[src/rtl/core/chc_pkg.sv]
// shared types, widths and constants of the cubic hermite curve evaluator
`timescale 1ns / 1ps

package chc_pkg;

  // table shape and parameter format
  localparam int MAX_PIECES = 16;
  localparam int FRAC_BITS  = 16;
  localparam int KNOTS      = MAX_PIECES + 1;
  localparam int KNOT_AW    = $clog2(KNOTS);

  // field widths
  localparam int IDX_W    = 5;
  localparam int PIECES_W = 5;
  localparam int PARAM_W  = 21;
  localparam int COORD_W  = 32;

  // arithmetic widths
  localparam int S_W    = FRAC_BITS + 1;        // s in [0, 1.0]
  localparam int SQP_W  = 2 * S_W;              // s*s plus rounding
  localparam int WT_W   = S_W + 2;              // basis weights, signed
  localparam int PROD_W = COORD_W + WT_W;
  localparam int ACC_W  = PROD_W + 3;
  localparam int SHR_W  = ACC_W - FRAC_BITS;

  // pipeline stages, one register each
  localparam int STG_RD   = 0;  // knot rows read, segment fraction
  localparam int STG_SQ   = 1;  // s^2
  localparam int STG_CU   = 2;  // s^3
  localparam int STG_WT   = 3;  // basis weights
  localparam int STG_MUL  = 4;  // coordinate times weight
  localparam int STG_PAIR = 5;  // pairwise sums
  localparam int STG_RND  = 6;  // final sum, round, scale
  localparam int STG_OUT  = 7;  // saturate, output register
  localparam int NUM_STG  = 8;

  // configuration port
  localparam int CFG_AW = 3;
  localparam int CFG_DW = 32;
  localparam logic REG_PIECES = 1'b0;

  typedef enum logic {
    CMD_WRITE = 1'b0,
    CMD_EVAL  = 1'b1
  } cmd_t;

  typedef logic [NUM_STG-1:0] stage_vec_t;
  typedef logic signed [COORD_W-1:0] coord_t;
  typedef logic signed [WT_W-1:0] wt_t;
  typedef logic signed [PROD_W-1:0] prod_t;

  typedef struct packed {
    coord_t pos_x;
    coord_t pos_y;
    coord_t pos_z;
    coord_t vel_x;
    coord_t vel_y;
    coord_t vel_z;
  } knot_row_t;

  typedef struct packed {
    wt_t h00;
    wt_t h10;
    wt_t h01;
    wt_t h11;
  } weights_t;

  localparam logic [S_W-1:0]   ONE_S   = S_W'(1) << FRAC_BITS;
  localparam logic [SQP_W-1:0] HALF_SQ = SQP_W'(1) << (FRAC_BITS - 1);
  localparam wt_t              ONE_WT  = WT_W'(ONE_S);
  localparam logic signed [ACC_W-1:0] HALF_ACC = ACC_W'(1) << (FRAC_BITS - 1);
  localparam coord_t COORD_MAX = {1'b0, {(COORD_W-1){1'b1}}};
  localparam coord_t COORD_MIN = {1'b1, {(COORD_W-1){1'b0}}};

  function automatic prod_t coord_ext(coord_t v);
    return PROD_W'(v);
  endfunction

  function automatic prod_t wt_ext(wt_t v);
    return PROD_W'(v);
  endfunction

endpackage

[src/rtl/core/chc_knot_store.sv]
// knot table: one row per knot, written by write items, read twice per evaluation
`timescale 1ns / 1ps

module chc_knot_store (
  input  logic                              clk,
  input  logic                              rst_n,
  input  logic                              clr,
  input  logic                              wr_en,
  input  logic [chc_pkg::IDX_W-1:0]         wr_idx,
  input  chc_pkg::knot_row_t                wr_row,
  input  logic                              rd_en,
  input  logic [chc_pkg::KNOT_AW-1:0]       rd_addr_a,
  input  logic [chc_pkg::KNOT_AW-1:0]       rd_addr_b,
  output chc_pkg::knot_row_t                rd_a,
  output chc_pkg::knot_row_t                rd_b
);

  chc_pkg::knot_row_t mem [chc_pkg::KNOTS];
  logic [chc_pkg::KNOTS-1:0]   row_v_r;
  chc_pkg::knot_row_t          rd_a_r;
  chc_pkg::knot_row_t          rd_b_r;
  logic                        va_r;
  logic                        vb_r;
  logic                        wr_ok;
  logic [chc_pkg::KNOT_AW-1:0] wr_addr;

  // writes beyond the last knot are dropped
  assign wr_ok   = wr_en && (wr_idx <= chc_pkg::IDX_W'(chc_pkg::MAX_PIECES));
  assign wr_addr = chc_pkg::KNOT_AW'(wr_idx);

  always_ff @(posedge clk) begin
    if (wr_ok) begin
      mem[wr_addr] <= wr_row;
    end
    if (rd_en) begin
      rd_a_r <= mem[rd_addr_a];
      rd_b_r <= mem[rd_addr_b];
      va_r   <= row_v_r[rd_addr_a];
      vb_r   <= row_v_r[rd_addr_b];
    end
  end

  // a row never written since reset or the last reshape reads as zero
  always_ff @(posedge clk) begin
    if (!rst_n) begin
      row_v_r <= '0;
    end else if (clr) begin
      row_v_r <= '0;
    end else if (wr_ok) begin
      row_v_r[wr_addr] <= 1'b1;
    end
  end

  assign rd_a = va_r ? rd_a_r : '0;
  assign rd_b = vb_r ? rd_b_r : '0;

  a_clr_empties: assert property (@(posedge clk) disable iff (!rst_n)
    clr |=> (row_v_r == '0))
    else $error("knot table not cleared after reshape");

  a_wr_marks: assert property (@(posedge clk) disable iff (!rst_n)
    (wr_ok && !clr) |=> row_v_r[$past(wr_addr)])
    else $error("written knot row not marked valid");

endmodule

[config.mk]
export PLATFORM = sky130hd
export DESIGN_NAME = chc_knot_store
export DESIGN_NICKNAME = d
export VERILOG_FILES = /design/src/rtl/core/chc_pkg.sv /design/src/rtl/core/chc_knot_store.sv
export SDC_FILE = /design/constraint.sdc
export NUM_CORES = 2
export LEC_CHECK = 0
export BUFFER_PORTS_ARGS = -buffer_cell sky130_fd_sc_hd__buf_2
export CAP_MARGIN = 20
export CORE_AREA = 8 8 581 583
export CTS_BUF_LIST = sky130_fd_sc_hd__clkbuf_8
export DETAILED_ROUTE_END_ITERATION = 7
export DIE_AREA = 0 0 589 591
export HOLD_SLACK_MARGIN = 0.02
export PLACE_DENSITY_LB_ADDON = 0.25
export SKIP_CTS_REPAIR_TIMING = 1
export SLEW_MARGIN = 20
export SYNTH_ARGS = -nofsm -noshare
export SYNTH_HDL_FRONTEND = slang
export SYNTH_SLANG_ARGS = --single-unit
export TNS_END_PERCENT = 50
[constraint.sdc]
create_clock -name clk -period 20.2 [get_ports clk]
set_input_delay 1.01 -clock clk [delete_from_list [all_inputs] [get_ports clk]]
set_output_delay 1.01 -clock clk [all_outputs]
set_load 0.05 [all_outputs]
; ---- Word-level counts from Yosys, hierarchy flattened
; Memories as Yosys holds them, arrays and structs flattened. A register that Yosys moved wholly into a read port is not among the register bits.
; Cells that the tools add are included.
[op_classes]
magnitude_cmp = 5
bitwise_logic = 2
muxes = 10
n_reduce_logical = 3
[ops]
columns = op, n
row1 = $mux W192, 2
row2 = $lt A5 B6 Y1 const B, 3
row3 = $or A17 B17 Y17, 1
row4 = $bmux W1 S5, 2
row5 = $demux W1 S5, 1
row6 = $ge A5 B1 Y1 const B, 1
row7 = $le A5 B5 Y1 const B, 1
row8 = $mux W1, 5
row9 = $logic_and A1 B1 Y1, 2
row10 = $reduce_or A2 Y1, 1
row11 = $not A1 Y1, 1
[word_totals]
elab_cells = 24
ff_bits = 19
mem_count = 1
input_bits = 212
output_inout_bits = 384
mem_bits_rw = 3264
[memory_table]
columns = memory, depth, width, rd, rd_ports_with_merged_regs, write_ports, line
row1 = mem, 17, 192, 2, 2, 1, chc_knot_store.sv:18  ; chc_pkg::knot_row_t mem [chc_pkg::KNOTS];

; ---- Depth between registers and ports, before layout
[depth]
ltp_word = 5
mapped_depth = 8
ltp_nobuf = 4

; ---- Worst setup path before layout
; Ideal clock, no wire load.
[synth_timing]
path_type = input-to-reg
start = input port wr_idx[0] (netlist name)
end = memory mem[16][0] (netlist name) (enable)
setup_slack_ns = -1.887
required_time_ns = 18.919
setup_time_ns = 1.281
n_path_buf = 0
arrival_time_ns = 20.807
stages = 3
path_cell_list = nor2_1 nand2_1 nor4b_1
[synth_via]
elab_chain_len = 4
[synth_rtl]
columns = item, line
row1 = from (decl), chc_knot_store.sv:9  ; input logic [chc_pkg::IDX_W-1:0] wr_idx,
row2 = $le A5 B5 Y1, chc_knot_store.sv:28  ; assign wr_ok = wr_en && (wr_idx <= chc_pkg::IDX_W'(chc_pkg::MAX_PIECES));
row3 = $logic_and A1 B1 Y1, chc_knot_store.sv:28
row4 = $mux W1, chc_knot_store.sv:32  ; if (wr_ok) begin
row5 = $mux W1 (not written as such), chc_knot_store.sv:33  ; mem[wr_addr] <= wr_row;
row6 = to (decl), chc_knot_store.sv:18
; Parallel ways exist; a longest one is shown, timed or not.

==> results.md <==
* Grt total ovfl at 0
* Footprint of the multi-input gates at 49800 sq um
* P_leak at 62.9 nW
* Drt pass-1 iters at 5
* Synth area leader: edfxtp_1
* Vias in the first global route at 101000
* Layout cell share with drive strength beyond 1 at 23.6%
* Unique masters post-synth at 33
* Critical path endpoint category: flip-flop
* Gpl congestion at 0.801
* Row cnt at 211
* Drt drc at 0
* Layout area overhead at 11.1%
* Synthesis-stage register bit count at 3667
* Post-DP HPWL at 265 mm
* Most common cell after layout, fill and taps aside: edfxtp_1
* Status: finished, final reports clean
* Worst setup path class: input pin to flip-flop
* CTS sink count at 3667
* Maximum fanout along the worst path at 111
* Worst EP required at 21.06 ns
* Worst setup path end: rd_a_r[133]$_DFFE_PP_
* Slew HR at 18.4%
* Synth Cell Area at 163000 sq um
* Die width at 589 um
* Final min period at 5.61 ns
* Cell with the largest stage delay on the worst path: buf_4
* Drt initial violations at 12000
* PD cells at 88.3 nW/um^2
* Final setup fails at 0
* Layout Nets at 9948
* Total wire length at 503 mm
* F_max at 178 MHz
* Synth Instances at 9056
* Most frequent cells in the layout: edfxtp_1 (3650), mux2i_1 (1852), mux4_2 (804)
* CTS tree: built
* # port buffers at 595
* I/O Pins at 596
* Max VDD drop at 69.9 uV
* DR vias/cell at 6.68
* CP dominant cell by count: buf_4
* Antenna Nets Post-Route at 0
* Starting density of the core at 49.7%
* Worst slew pin tran at 1.22 ns
* Reg area at 110000 sq um
* Share of the synthesized area in the top cell type at 67.1%
* Root Buffer: clkbuf_8
* Reg2reg path depth at 3
* Critical Path Stages at 10
* Initial antenna violation count at 111
* Final Max Slew Viols at 0
* Average wire per standard cell at 34.3 um
* Max Buffers Root-to-Sink at 4
* Worst path bufs/invs at 6
* H-tree levels at 6
* Max Clock Skew at 0.0603 ns
* Core area at 329000 sq um
* Flop2flop setup slack at 18.22 ns
* Hold Path Class: input pin to flip-flop
* Synth warnings at 0
* Reg2reg start: mem[7][71]$_DFFE_PP_
* Via Count at 97900
* Sequential fraction of the synthesis area at 67.3%
* Post-route setup slack at 14.59 ns
* Area contributors post-synth: edfxtp_1 (67%), mux2i_1 (11%), mux4_2 (11%)
* Fillers at 25300
* Clock Latency Late Sink at 1.20 ns
* CP cell instances: buf_12 -> buf_12 -> buf_4 -> buf_4 -> buf_4 -> buf_4 -> mux2i_1 -> o22ai_1 -> o32ai_1 -> a21oi_1
* Final setup TNS at 0 ns
* Largest net degree at the start of global routing at 127
* Unrepaired setup endpoints after global routing: false
* Syn avg cell area at 18.0 sq um
* Startpoint Class: input pin
* Reg2reg end: rd_b_r[71]$_DFFE_PP_
* Clock-pin slew on the worst setup and hold paths at 0.06 ns
* CP max stage delay at 0.93 ns
* Maxcap violations at 0
* Hold path start: wr_row[82]
* Fin Hold WS at 0.187 ns
* Final hold viol count at 0
* Post-placement setup slack at 13.49 ns
* Syn nets at 9268
* Gr usage total at 28.0%
* Num CTS Buffers at 608
* Arr. time, crit path at 6.47 ns
* Delay-heaviest family, CP: buffers and inverters
* Die Area at 348000 sq um
* First-pass GRT wire length at 713 mm
* Crit. Startpoint: rd_addr_a[0]
* Period utilization at 27.8%
* Vertical die dimension at 591 um
-- final cells by class --
type                    count  share of cell area, %
flip-flops and latches   3667                   60.6
multi-input cells        4654                   27.4
clock buffers             615                   4.66
well taps                4366                   3.01
repair buffers            794                   2.74
clock inverters           466                   1.45
diodes                     68                 0.0937
inverters                  11                 0.0310
-- layer usage --
metal,vias up,track usage (%),part of all wire (%)
li1,39600,-,-
met1,51000,37.0,38
met2,5996,45.1,47
met3,1253,5.85,10
met4,38,12.2,4.3
met5,-,0,0.046
-- registers in the layout, indices dropped and copies added, names as in the netlist --
register / cells
mem: 3264
rd_b_r: 192
va_r: 1
row_v_r: 17
vb_r: 1
rd_a_r: 192
-- logic make-up after synthesis --
| kind of cell | share of synthesized area [%] |
|---|---|
| multiplexers | 22.5 |
| buffers and inverters | 2.35 |
| flip-flops | 67.3 |
| AO/OA/AOI/OAI | 6.13 |
| AND/OR/NAND/NOR | 1.68 |
-- power breakdown --
part	internal [mW]	total (mW)	switching [mW]	leakage [nW]
clock network	3.06	6.14	3.08	6.29
registers	8.50	8.56	0.0605	33.2
logic	0.449	1.33	0.881	23.4
total	12.0	16.0	4.02	62.9
-- synth_stat cells --
cell,number
nand3_1,1
nand2b_1,5
buf_4,157
o21ai_1,1
a21oi_1,376
or3_1,1
nand3b_1,3
mux2i_1,1852
a2bb2oi_1,1
nor4_1,10
inv_1,10
nor4b_1,1
inv_2,1
or3b_2,1
nor2_1,38
clkbuf_4,2
a221oi_1,9
mux4_2,804
edfxtp_1,3650
o22ai_1,759
dfxtp_1,17
buf_2,225
buf_1,59
o31ai_1,1
buf_6,26
or2_2,3
clkbuf_1,255
o32ai_1,361
nor2b_1,2
mux2_2,16
and2_1,384
o21a_1,17
nand2_1,8
-- worst min-delay path by stage --
stage / to / cells after the start
final: mem[12][82]$_DFFE_PP_ / 1
after global routing: mem[5][93]$_DFFE_PP_ / 1
after CTS: mem[12][82]$_DFFE_PP_ / 1
after detailed placement: row_v_r[6]$_SDFFE_PP0P_ / 1
after global placement: row_v_r[6]$_SDFFE_PP0P_ / 1
after floorplan: row_v_r[14]$_SDFFE_PP0P_ / 1
-- through the flow --
stage	area, sq um	power (mW)	cells	util, %
floorplan	163000	9.55	9056	-
global placement	170000	10.0	13500	51.8
detailed placement	170000	10.0	13500	51.8
CTS	181000	16.1	14600	55.1
global route	181000	16.5	14600	55.2
finish	182000	16.0	14600	55.2
(Power assumes the default switching activity.)
