===== src/rtl/core/chc_pkg.sv =====
// shared types, widths and constants of the cubic hermite curve evaluator
`timescale 1ns / 1ps

package chc_pkg;

  // table shape and parameter format
  localparam int MAX_PIECES = 16;
  localparam int FRAC_BITS  = 16;
  localparam int KNOTS      = MAX_PIECES + 1;
  localparam int KNOT_AW    = $clog2(KNOTS);

  // field widths
  localparam int IDX_W    = 5;
  localparam int PIECES_W = 5;
  localparam int PARAM_W  = 21;
  localparam int COORD_W  = 32;

  // arithmetic widths
  localparam int S_W    = FRAC_BITS + 1;        // s in [0, 1.0]
  localparam int SQP_W  = 2 * S_W;              // s*s plus rounding
  localparam int WT_W   = S_W + 2;              // basis weights, signed
  localparam int PROD_W = COORD_W + WT_W;
  localparam int ACC_W  = PROD_W + 3;
  localparam int SHR_W  = ACC_W - FRAC_BITS;

  // pipeline stages, one register each
  localparam int STG_RD   = 0;  // knot rows read, segment fraction
  localparam int STG_SQ   = 1;  // s^2
  localparam int STG_CU   = 2;  // s^3
  localparam int STG_WT   = 3;  // basis weights
  localparam int STG_MUL  = 4;  // coordinate times weight
  localparam int STG_PAIR = 5;  // pairwise sums
  localparam int STG_RND  = 6;  // final sum, round, scale
  localparam int STG_OUT  = 7;  // saturate, output register
  localparam int NUM_STG  = 8;

  // configuration port
  localparam int CFG_AW = 3;
  localparam int CFG_DW = 32;
  localparam logic REG_PIECES = 1'b0;

  typedef enum logic {
    CMD_WRITE = 1'b0,
    CMD_EVAL  = 1'b1
  } cmd_t;

  typedef logic [NUM_STG-1:0] stage_vec_t;
  typedef logic signed [COORD_W-1:0] coord_t;
  typedef logic signed [WT_W-1:0] wt_t;
  typedef logic signed [PROD_W-1:0] prod_t;

  typedef struct packed {
    coord_t pos_x;
    coord_t pos_y;
    coord_t pos_z;
    coord_t vel_x;
    coord_t vel_y;
    coord_t vel_z;
  } knot_row_t;

  typedef struct packed {
    wt_t h00;
    wt_t h10;
    wt_t h01;
    wt_t h11;
  } weights_t;

  localparam logic [S_W-1:0]   ONE_S   = S_W'(1) << FRAC_BITS;
  localparam logic [SQP_W-1:0] HALF_SQ = SQP_W'(1) << (FRAC_BITS - 1);
  localparam wt_t              ONE_WT  = WT_W'(ONE_S);
  localparam logic signed [ACC_W-1:0] HALF_ACC = ACC_W'(1) << (FRAC_BITS - 1);
  localparam coord_t COORD_MAX = {1'b0, {(COORD_W-1){1'b1}}};
  localparam coord_t COORD_MIN = {1'b1, {(COORD_W-1){1'b0}}};

  function automatic prod_t coord_ext(coord_t v);
    return PROD_W'(v);
  endfunction

  function automatic prod_t wt_ext(wt_t v);
    return PROD_W'(v);
  endfunction

endpackage


===== src/rtl/core/chc_weights.sv =====
// hermite basis weights from the segment fraction: s^2, s^3, then the four blends
`timescale 1ns / 1ps

module chc_weights (
  input  logic                        clk,
  input  chc_pkg::stage_vec_t         adv,
  input  logic [chc_pkg::S_W-1:0]     s_in,
  output chc_pkg::weights_t           wt
);

  logic [chc_pkg::S_W-1:0]   s1_r;
  logic [chc_pkg::S_W-1:0]   s2_r;
  logic [chc_pkg::S_W-1:0]   sq_r;
  logic [chc_pkg::S_W-1:0]   sq2_r;
  logic [chc_pkg::S_W-1:0]   cu_r;
  logic [chc_pkg::SQP_W-1:0] sq_full;
  logic [chc_pkg::SQP_W-1:0] cu_full;
  chc_pkg::wt_t              s_e;
  chc_pkg::wt_t              sq_e;
  chc_pkg::wt_t              cu_e;
  chc_pkg::weights_t         wt_nxt;
  chc_pkg::weights_t         wt_r;

  // round half up back to FRAC_BITS fraction bits
  assign sq_full = chc_pkg::SQP_W'(s_in) * chc_pkg::SQP_W'(s_in) + chc_pkg::HALF_SQ;
  assign cu_full = chc_pkg::SQP_W'(sq_r) * chc_pkg::SQP_W'(s1_r) + chc_pkg::HALF_SQ;

  always_ff @(posedge clk) begin
    if (adv[chc_pkg::STG_SQ]) begin
      sq_r <= sq_full[chc_pkg::FRAC_BITS +: chc_pkg::S_W];
      s1_r <= s_in;
    end
    if (adv[chc_pkg::STG_CU]) begin
      cu_r  <= cu_full[chc_pkg::FRAC_BITS +: chc_pkg::S_W];
      sq2_r <= sq_r;
      s2_r  <= s1_r;
    end
    if (adv[chc_pkg::STG_WT]) begin
      wt_r <= wt_nxt;
    end
  end

  always_comb begin
    s_e  = chc_pkg::WT_W'(s2_r);
    sq_e = chc_pkg::WT_W'(sq2_r);
    cu_e = chc_pkg::WT_W'(cu_r);
    wt_nxt.h00 = (cu_e <<< 1) - (sq_e <<< 1) - sq_e + chc_pkg::ONE_WT;
    wt_nxt.h10 = cu_e - (sq_e <<< 1) + s_e;
    wt_nxt.h01 = (sq_e <<< 1) + sq_e - (cu_e <<< 1);
    wt_nxt.h11 = cu_e - sq_e;
  end

  assign wt = wt_r;

endmodule


===== config.mk =====
export PLATFORM = sky130hd
export DESIGN_NAME = chc_weights
export DESIGN_NICKNAME = d
export VERILOG_FILES = /design/src/rtl/core/chc_pkg.sv /design/src/rtl/core/chc_weights.sv
export SDC_FILE = /design/constraint.sdc
export NUM_CORES = 1
export LEC_CHECK = 0
export ABC_CLOCK_PERIOD_IN_PS = 11580
export BUFFER_PORTS_ARGS = -buffer_cell sky130_fd_sc_hd__buf_2
export CORE_AREA = 2 2 260 262
export CTS_BUF_LIST = sky130_fd_sc_hd__clkbuf_8
export DETAILED_ROUTE_END_ITERATION = 8
export DIE_AREA = 0 0 262 264
export SLEW_MARGIN = 10
export SYNTH_ARGS = -nofsm -noshare
export SYNTH_HDL_FRONTEND = slang
export SYNTH_SLANG_ARGS = --single-unit
export TNS_END_PERCENT = 100

===== constraint.sdc =====
create_clock -name clk -period 11.58 [get_ports clk]
set_clock_uncertainty 0.15 [all_clocks]
set_input_delay 3.474 -clock clk [delete_from_list [all_inputs] [get_ports clk]]
set_output_delay 3.474 -clock clk [all_outputs]
set_load 0.005 [all_outputs]

### Word level (Yosys, flattened, before mapping)

Cells that the tools add are included.

* register bits after elaboration: 161
* latch bits: 0
* memory bits (writable): 0
* memory bits (read-only): 0
* input bits: 26
* output and inout port bits: 76
* logic and storage cells: 21
* memories: 0

* add/subtract/negate cells: 10
* $mul: 2
* div/mod/pow operators: 0
* order comparisons: 0
* eq/ne operators: 0
* shifts and indexed selects: 0
* multiplexer cells: 0
* bitwise gates (word level): 0
* reductions and logical operators: 0

Operators by type and width (count)
* 33-bit by 16-bit adder with 33-bit output, second input constant: 2
* 17-bit by 17-bit multiplier with 33-bit output: 2
* 18-bit by 17-bit adder with 19-bit output: 1
* 19-bit by 18-bit adder with 19-bit output: 1
* 19-bit by 18-bit adder with 19-bit output, second input constant: 1
* 17-bit by 18-bit subtractor with 19-bit output: 1
* 18-bit by 18-bit subtractor with 19-bit output: 1
* 19-bit by 18-bit subtractor with 19-bit output: 1
* 19-bit subtractor: 1
* 17-bit by 17-bit subtractor with 18-bit output: 1

### Depth between registers and ports, before layout

* depth after elaboration: 3
* mapped depth: 24
* depth with buffers taken out: 24

### Worst setup path after synthesis

No wires, ideal clock.

* path kind: input to register
* start point: input s_in[9] (netlist name)
* end point: register sq_r[14] (netlist name) (data pin)
* setup time: 258 ps
* arrival time: 8846 ps
* required time: 11172 ps
* setup slack: 2326 ps
* stages: 23
* buffers on the path: 1
* cells stage by stage: clkbuf_1 nand2_1 fa_1 inv_1 fa_1 inv_1 fa_1 inv_1 fa_1 fa_1 inv_1 fa_1 inv_1 ha_1 nand2_1 o41ai_1 a31oi_1 o31a_2 a211oi_2 a221o_2 a21o_1 a21oi_2 xnor2_1

* word-level cells in the longest chain between the ends: 2

Ends and longest elaborated chain
* start, declared: RTL line chc_weights.sv:7 `input logic [chc_pkg::S_W-1:0] s_in,`
* 17-bit by 17-bit multiplier with 33-bit output: RTL line chc_weights.sv:25 `assign sq_full = chc_pkg::SQP_W'(s_in) * chc_pkg::SQP_W'(s_in) + chc_pkg::HALF_SQ;`
* 33-bit by 16-bit adder with 33-bit output: RTL line chc_weights.sv:25
* net sq_full (one bit): RTL line chc_weights.sv:16 `logic [chc_pkg::SQP_W-1:0] sq_full;`
* end signal, assigned: RTL line chc_weights.sv:30 `sq_r <= sq_full[chc_pkg::FRAC_BITS +: chc_pkg::S_W];`
* end, declared: RTL line chc_weights.sv:13 `logic [chc_pkg::S_W-1:0] sq_r;`

The timed path passes the listed nets, and every way through them passes these cells.
A chain may end at the register's enable or synchronous reset.

### Worst setup path after layout

* start point: input s_in[11] (netlist name)
* end point: register sq_r[14] (netlist name) (data pin)

The elaborated chain is that of the path after synthesis.

==> impl_metrics.env <==
export IMPL_antennaDiodeCount=0
export IMPL_die_h_um=264
export IMPL_postCtsSetupBuffers=0
export IMPL_period_needed_ps=9568
export IMPL_crit_top_cell="inv_1"
export IMPL_post_place_ws_ps=1577
export IMPL_final_nets=3410
export IMPL_dr_wl_met2_mm=25.90
export IMPL_synth_edf_count=159
export IMPL_crit_type="input port to flip-flop"
export IMPL_cp_arrival_ps=9650
export IMPL_crit_path_max_fanout=14
export IMPL_drc=0
export IMPL_relSlewSlack_pct=30.07
export IMPL_cap_violations=0
export IMPL_clk_latency_ps=480
export IMPL_hp_class="flip-flop to flip-flop"
export IMPL_routed_top_layer="met5"
export IMPL_cts_sinks=159
export IMPL_grt_pass1_wl_mm=91.83
export IMPL_drt_total_wl_mm=54.50
export IMPL_die_x_um=262
export IMPL_cts_max_path_buffers=2
export IMPL_cp_data_required_time_ps=11660
export IMPL_synth_distinct_cells=63
export IMPL_synth_area_per_cell_um2=10.05
export IMPL_final_critical_path_setup_slack_ps=2012
export IMPL_start_kind="input port"
export IMPL_finalMaxSlewViolations=0
export IMPL_firstDrtPassIters=5
export IMPL_antenna_found_initial=1
export IMPL_cts_hold_buf=0
export IMPL_numPortBuffers=96
export IMPL_ys_flop_type="edfxtp_1"
export IMPL_dpl_hpwl_mm=42.61
export IMPL_avgViaCountPerCell=4.816
export IMPL_syn_inst=2560
export IMPL_fin_tns_setup_ps=0
export IMPL_grt_usage_pct=16.62
export IMPL_netlist_area_um2=25720
export IMPL_boundaryPins=102
export IMPL_initial_core_util_pct=38.64
export IMPL_grt_max_degree=75
export IMPL_std_cell_rows=95
export IMPL_slowest_stage="fa_1"
export IMPL_tightest_slew_ps=1049
export IMPL_coreArea_um2=66560
export IMPL_clk_pin_slew_ps=100
export IMPL_die_area_um2=69170
export IMPL_vias=16890
export IMPL_dr_wl_met3_mm=2.592
export IMPL_gp_congestion=0.8501
export IMPL_hold_viol=0
export IMPL_cts_buffers=17
export IMPL_rsz0062_at_grt="no"
export IMPL_antenna_left=0
export IMPL_endpoint_kind="flip-flop"
export IMPL_synth_seq_cells=159
export IMPL_syn_to_final_growth_pct=6.854
export IMPL_drtIter0Drc=871
export IMPL_gr_total_overflow=0
export IMPL_period_share_pct=82.62
export IMPL_status="finished, final reports clean"
export IMPL_cts_resized=0
export IMPL_fmax_ghz=0.1045
export IMPL_cts_tree="yes"
export IMPL_syn_nets=3348
export IMPL_ys_async_sr_fraction_pct=0
export IMPL_setup_viol=0
export IMPL_cts_root_buf="clkbuf_8"
export IMPL_ys_seq_area_share_pct=18.56
export IMPL_grt_pass1_vias=18550
export IMPL_slowest_delay_ps=500
export IMPL_wire_per_inst_um=15.54
export IMPL_drive_gt1_share_pct=5.465
export IMPL_met1_length_mm=25.18
export IMPL_cts_max_level=4
export IMPL_synth_warnings=0
metal layers:
metal,track usage [%],up-vias
li1,-,7970
met1,23.25,8493
met2,27.75,368
met3,1.996,60
met4,3.436,2
met5,0,-
logic make-up (layout without fill, tap and decap cells):
| group | after synthesis | after routing | synth area share (%) |
|---|---|---|---|
| adder cells (fa/ha/maj) | 762 | 762 | 50.26 |
| buffers and inverters | 721 | 796 | 10.55 |
| AND/OR/NAND/NOR | 609 | 609 | 11.71 |
| AO/OA/AOI/OAI | 206 | 206 | 5.385 |
| flip-flops | 159 | 159 | 18.56 |
| XOR/XNOR | 101 | 101 | 3.439 |
| multiplexers | 2 | 2 | 0.08270 |
layout by cell type, fill, tap and decap left out, types with 39 or more instances in the layout:
master and instances:
inv_1 664, buf_2 96, and2_1 203, fa_1 452
a21o_1 39, edfxtp_1 159, nand2_1 254, a21oi_1 58
nor2_1 59, xnor2_1 72, ha_1 310
critical path, delay by kind of cell:
family	cells	cell delay, ps
adders and majority gates	7	2920
and+or+nand+nor	2	350
AOI/OAI and AO/OA	7	1690
xor gates and xnor gates	1	120
buffers and inverters	8	1080
final timing paths:
check                     from                 end  slack (ps)  cells past startpoint
max reg2reg  s1_r[9]$_DFFE_PP_  cu_r[16]$_DFFE_PP_        4630                     21
min reg2reg  s2_r[0]$_DFFE_PP_    wt[38]$_DFFE_PP_         420                      1
max                   s_in[11]  sq_r[14]$_DFFE_PP_        2010                     25
min          s2_r[0]$_DFFE_PP_    wt[38]$_DFFE_PP_         420                      1
final cells by class:
class,count,area [µm²]
Tap cell,873,1092
Inverter,665,2496
Fill cell,6517,39080
Timing Repair Buffer,99,503.0
Multi-Input combinational cell,1680,18230
Clock buffer,17,234.0
Clock inverter,15,151.4
Sequential cell,159,4775
synth_stat cells (all sizes together) (29+ instances only):
cell type | number | area share [%]
fa | 452 | 35
ha | 310 | 15
xor2 | 29 | 0.99
inv | 665 | 9.7
and2 | 204 | 5.0
edfxtp | 159 | 19
o21ai | 35 | 0.68
xnor2 | 72 | 2.5
nor2 | 59 | 0.86
a21o | 39 | 1.1
clkbuf | 53 | 0.77
a21oi | 59 | 1.2
nand2 | 254 | 3.7
per-stage QoR:
step	instance area [µm²]	instances	hold slack, ps	util [%]
6_report	27480	3508	416.1	41.29
5_1_grt	27480	3508	448.3	41.29
4_1_cts	27480	3508	413.3	41.29
3_5_place_dp	27100	3476	400.4	40.71
3_3_place_gp	27100	3476	394.0	40.71
2_1_floorplan	25720	2560	274.4	-
flip-flops by register name, indices dropped and copies added, names as in the netlist:
| register | count |
|---|---|
| wt | 74 |
| cu_r | 17 |
| s1_r | 17 |
| s2_r | 17 |
| sq2_r | 17 |
| sq_r | 17 |
Power is not shown: default switching activity piles up to over one toggle a cycle in this logic, so the estimate is an artifact.
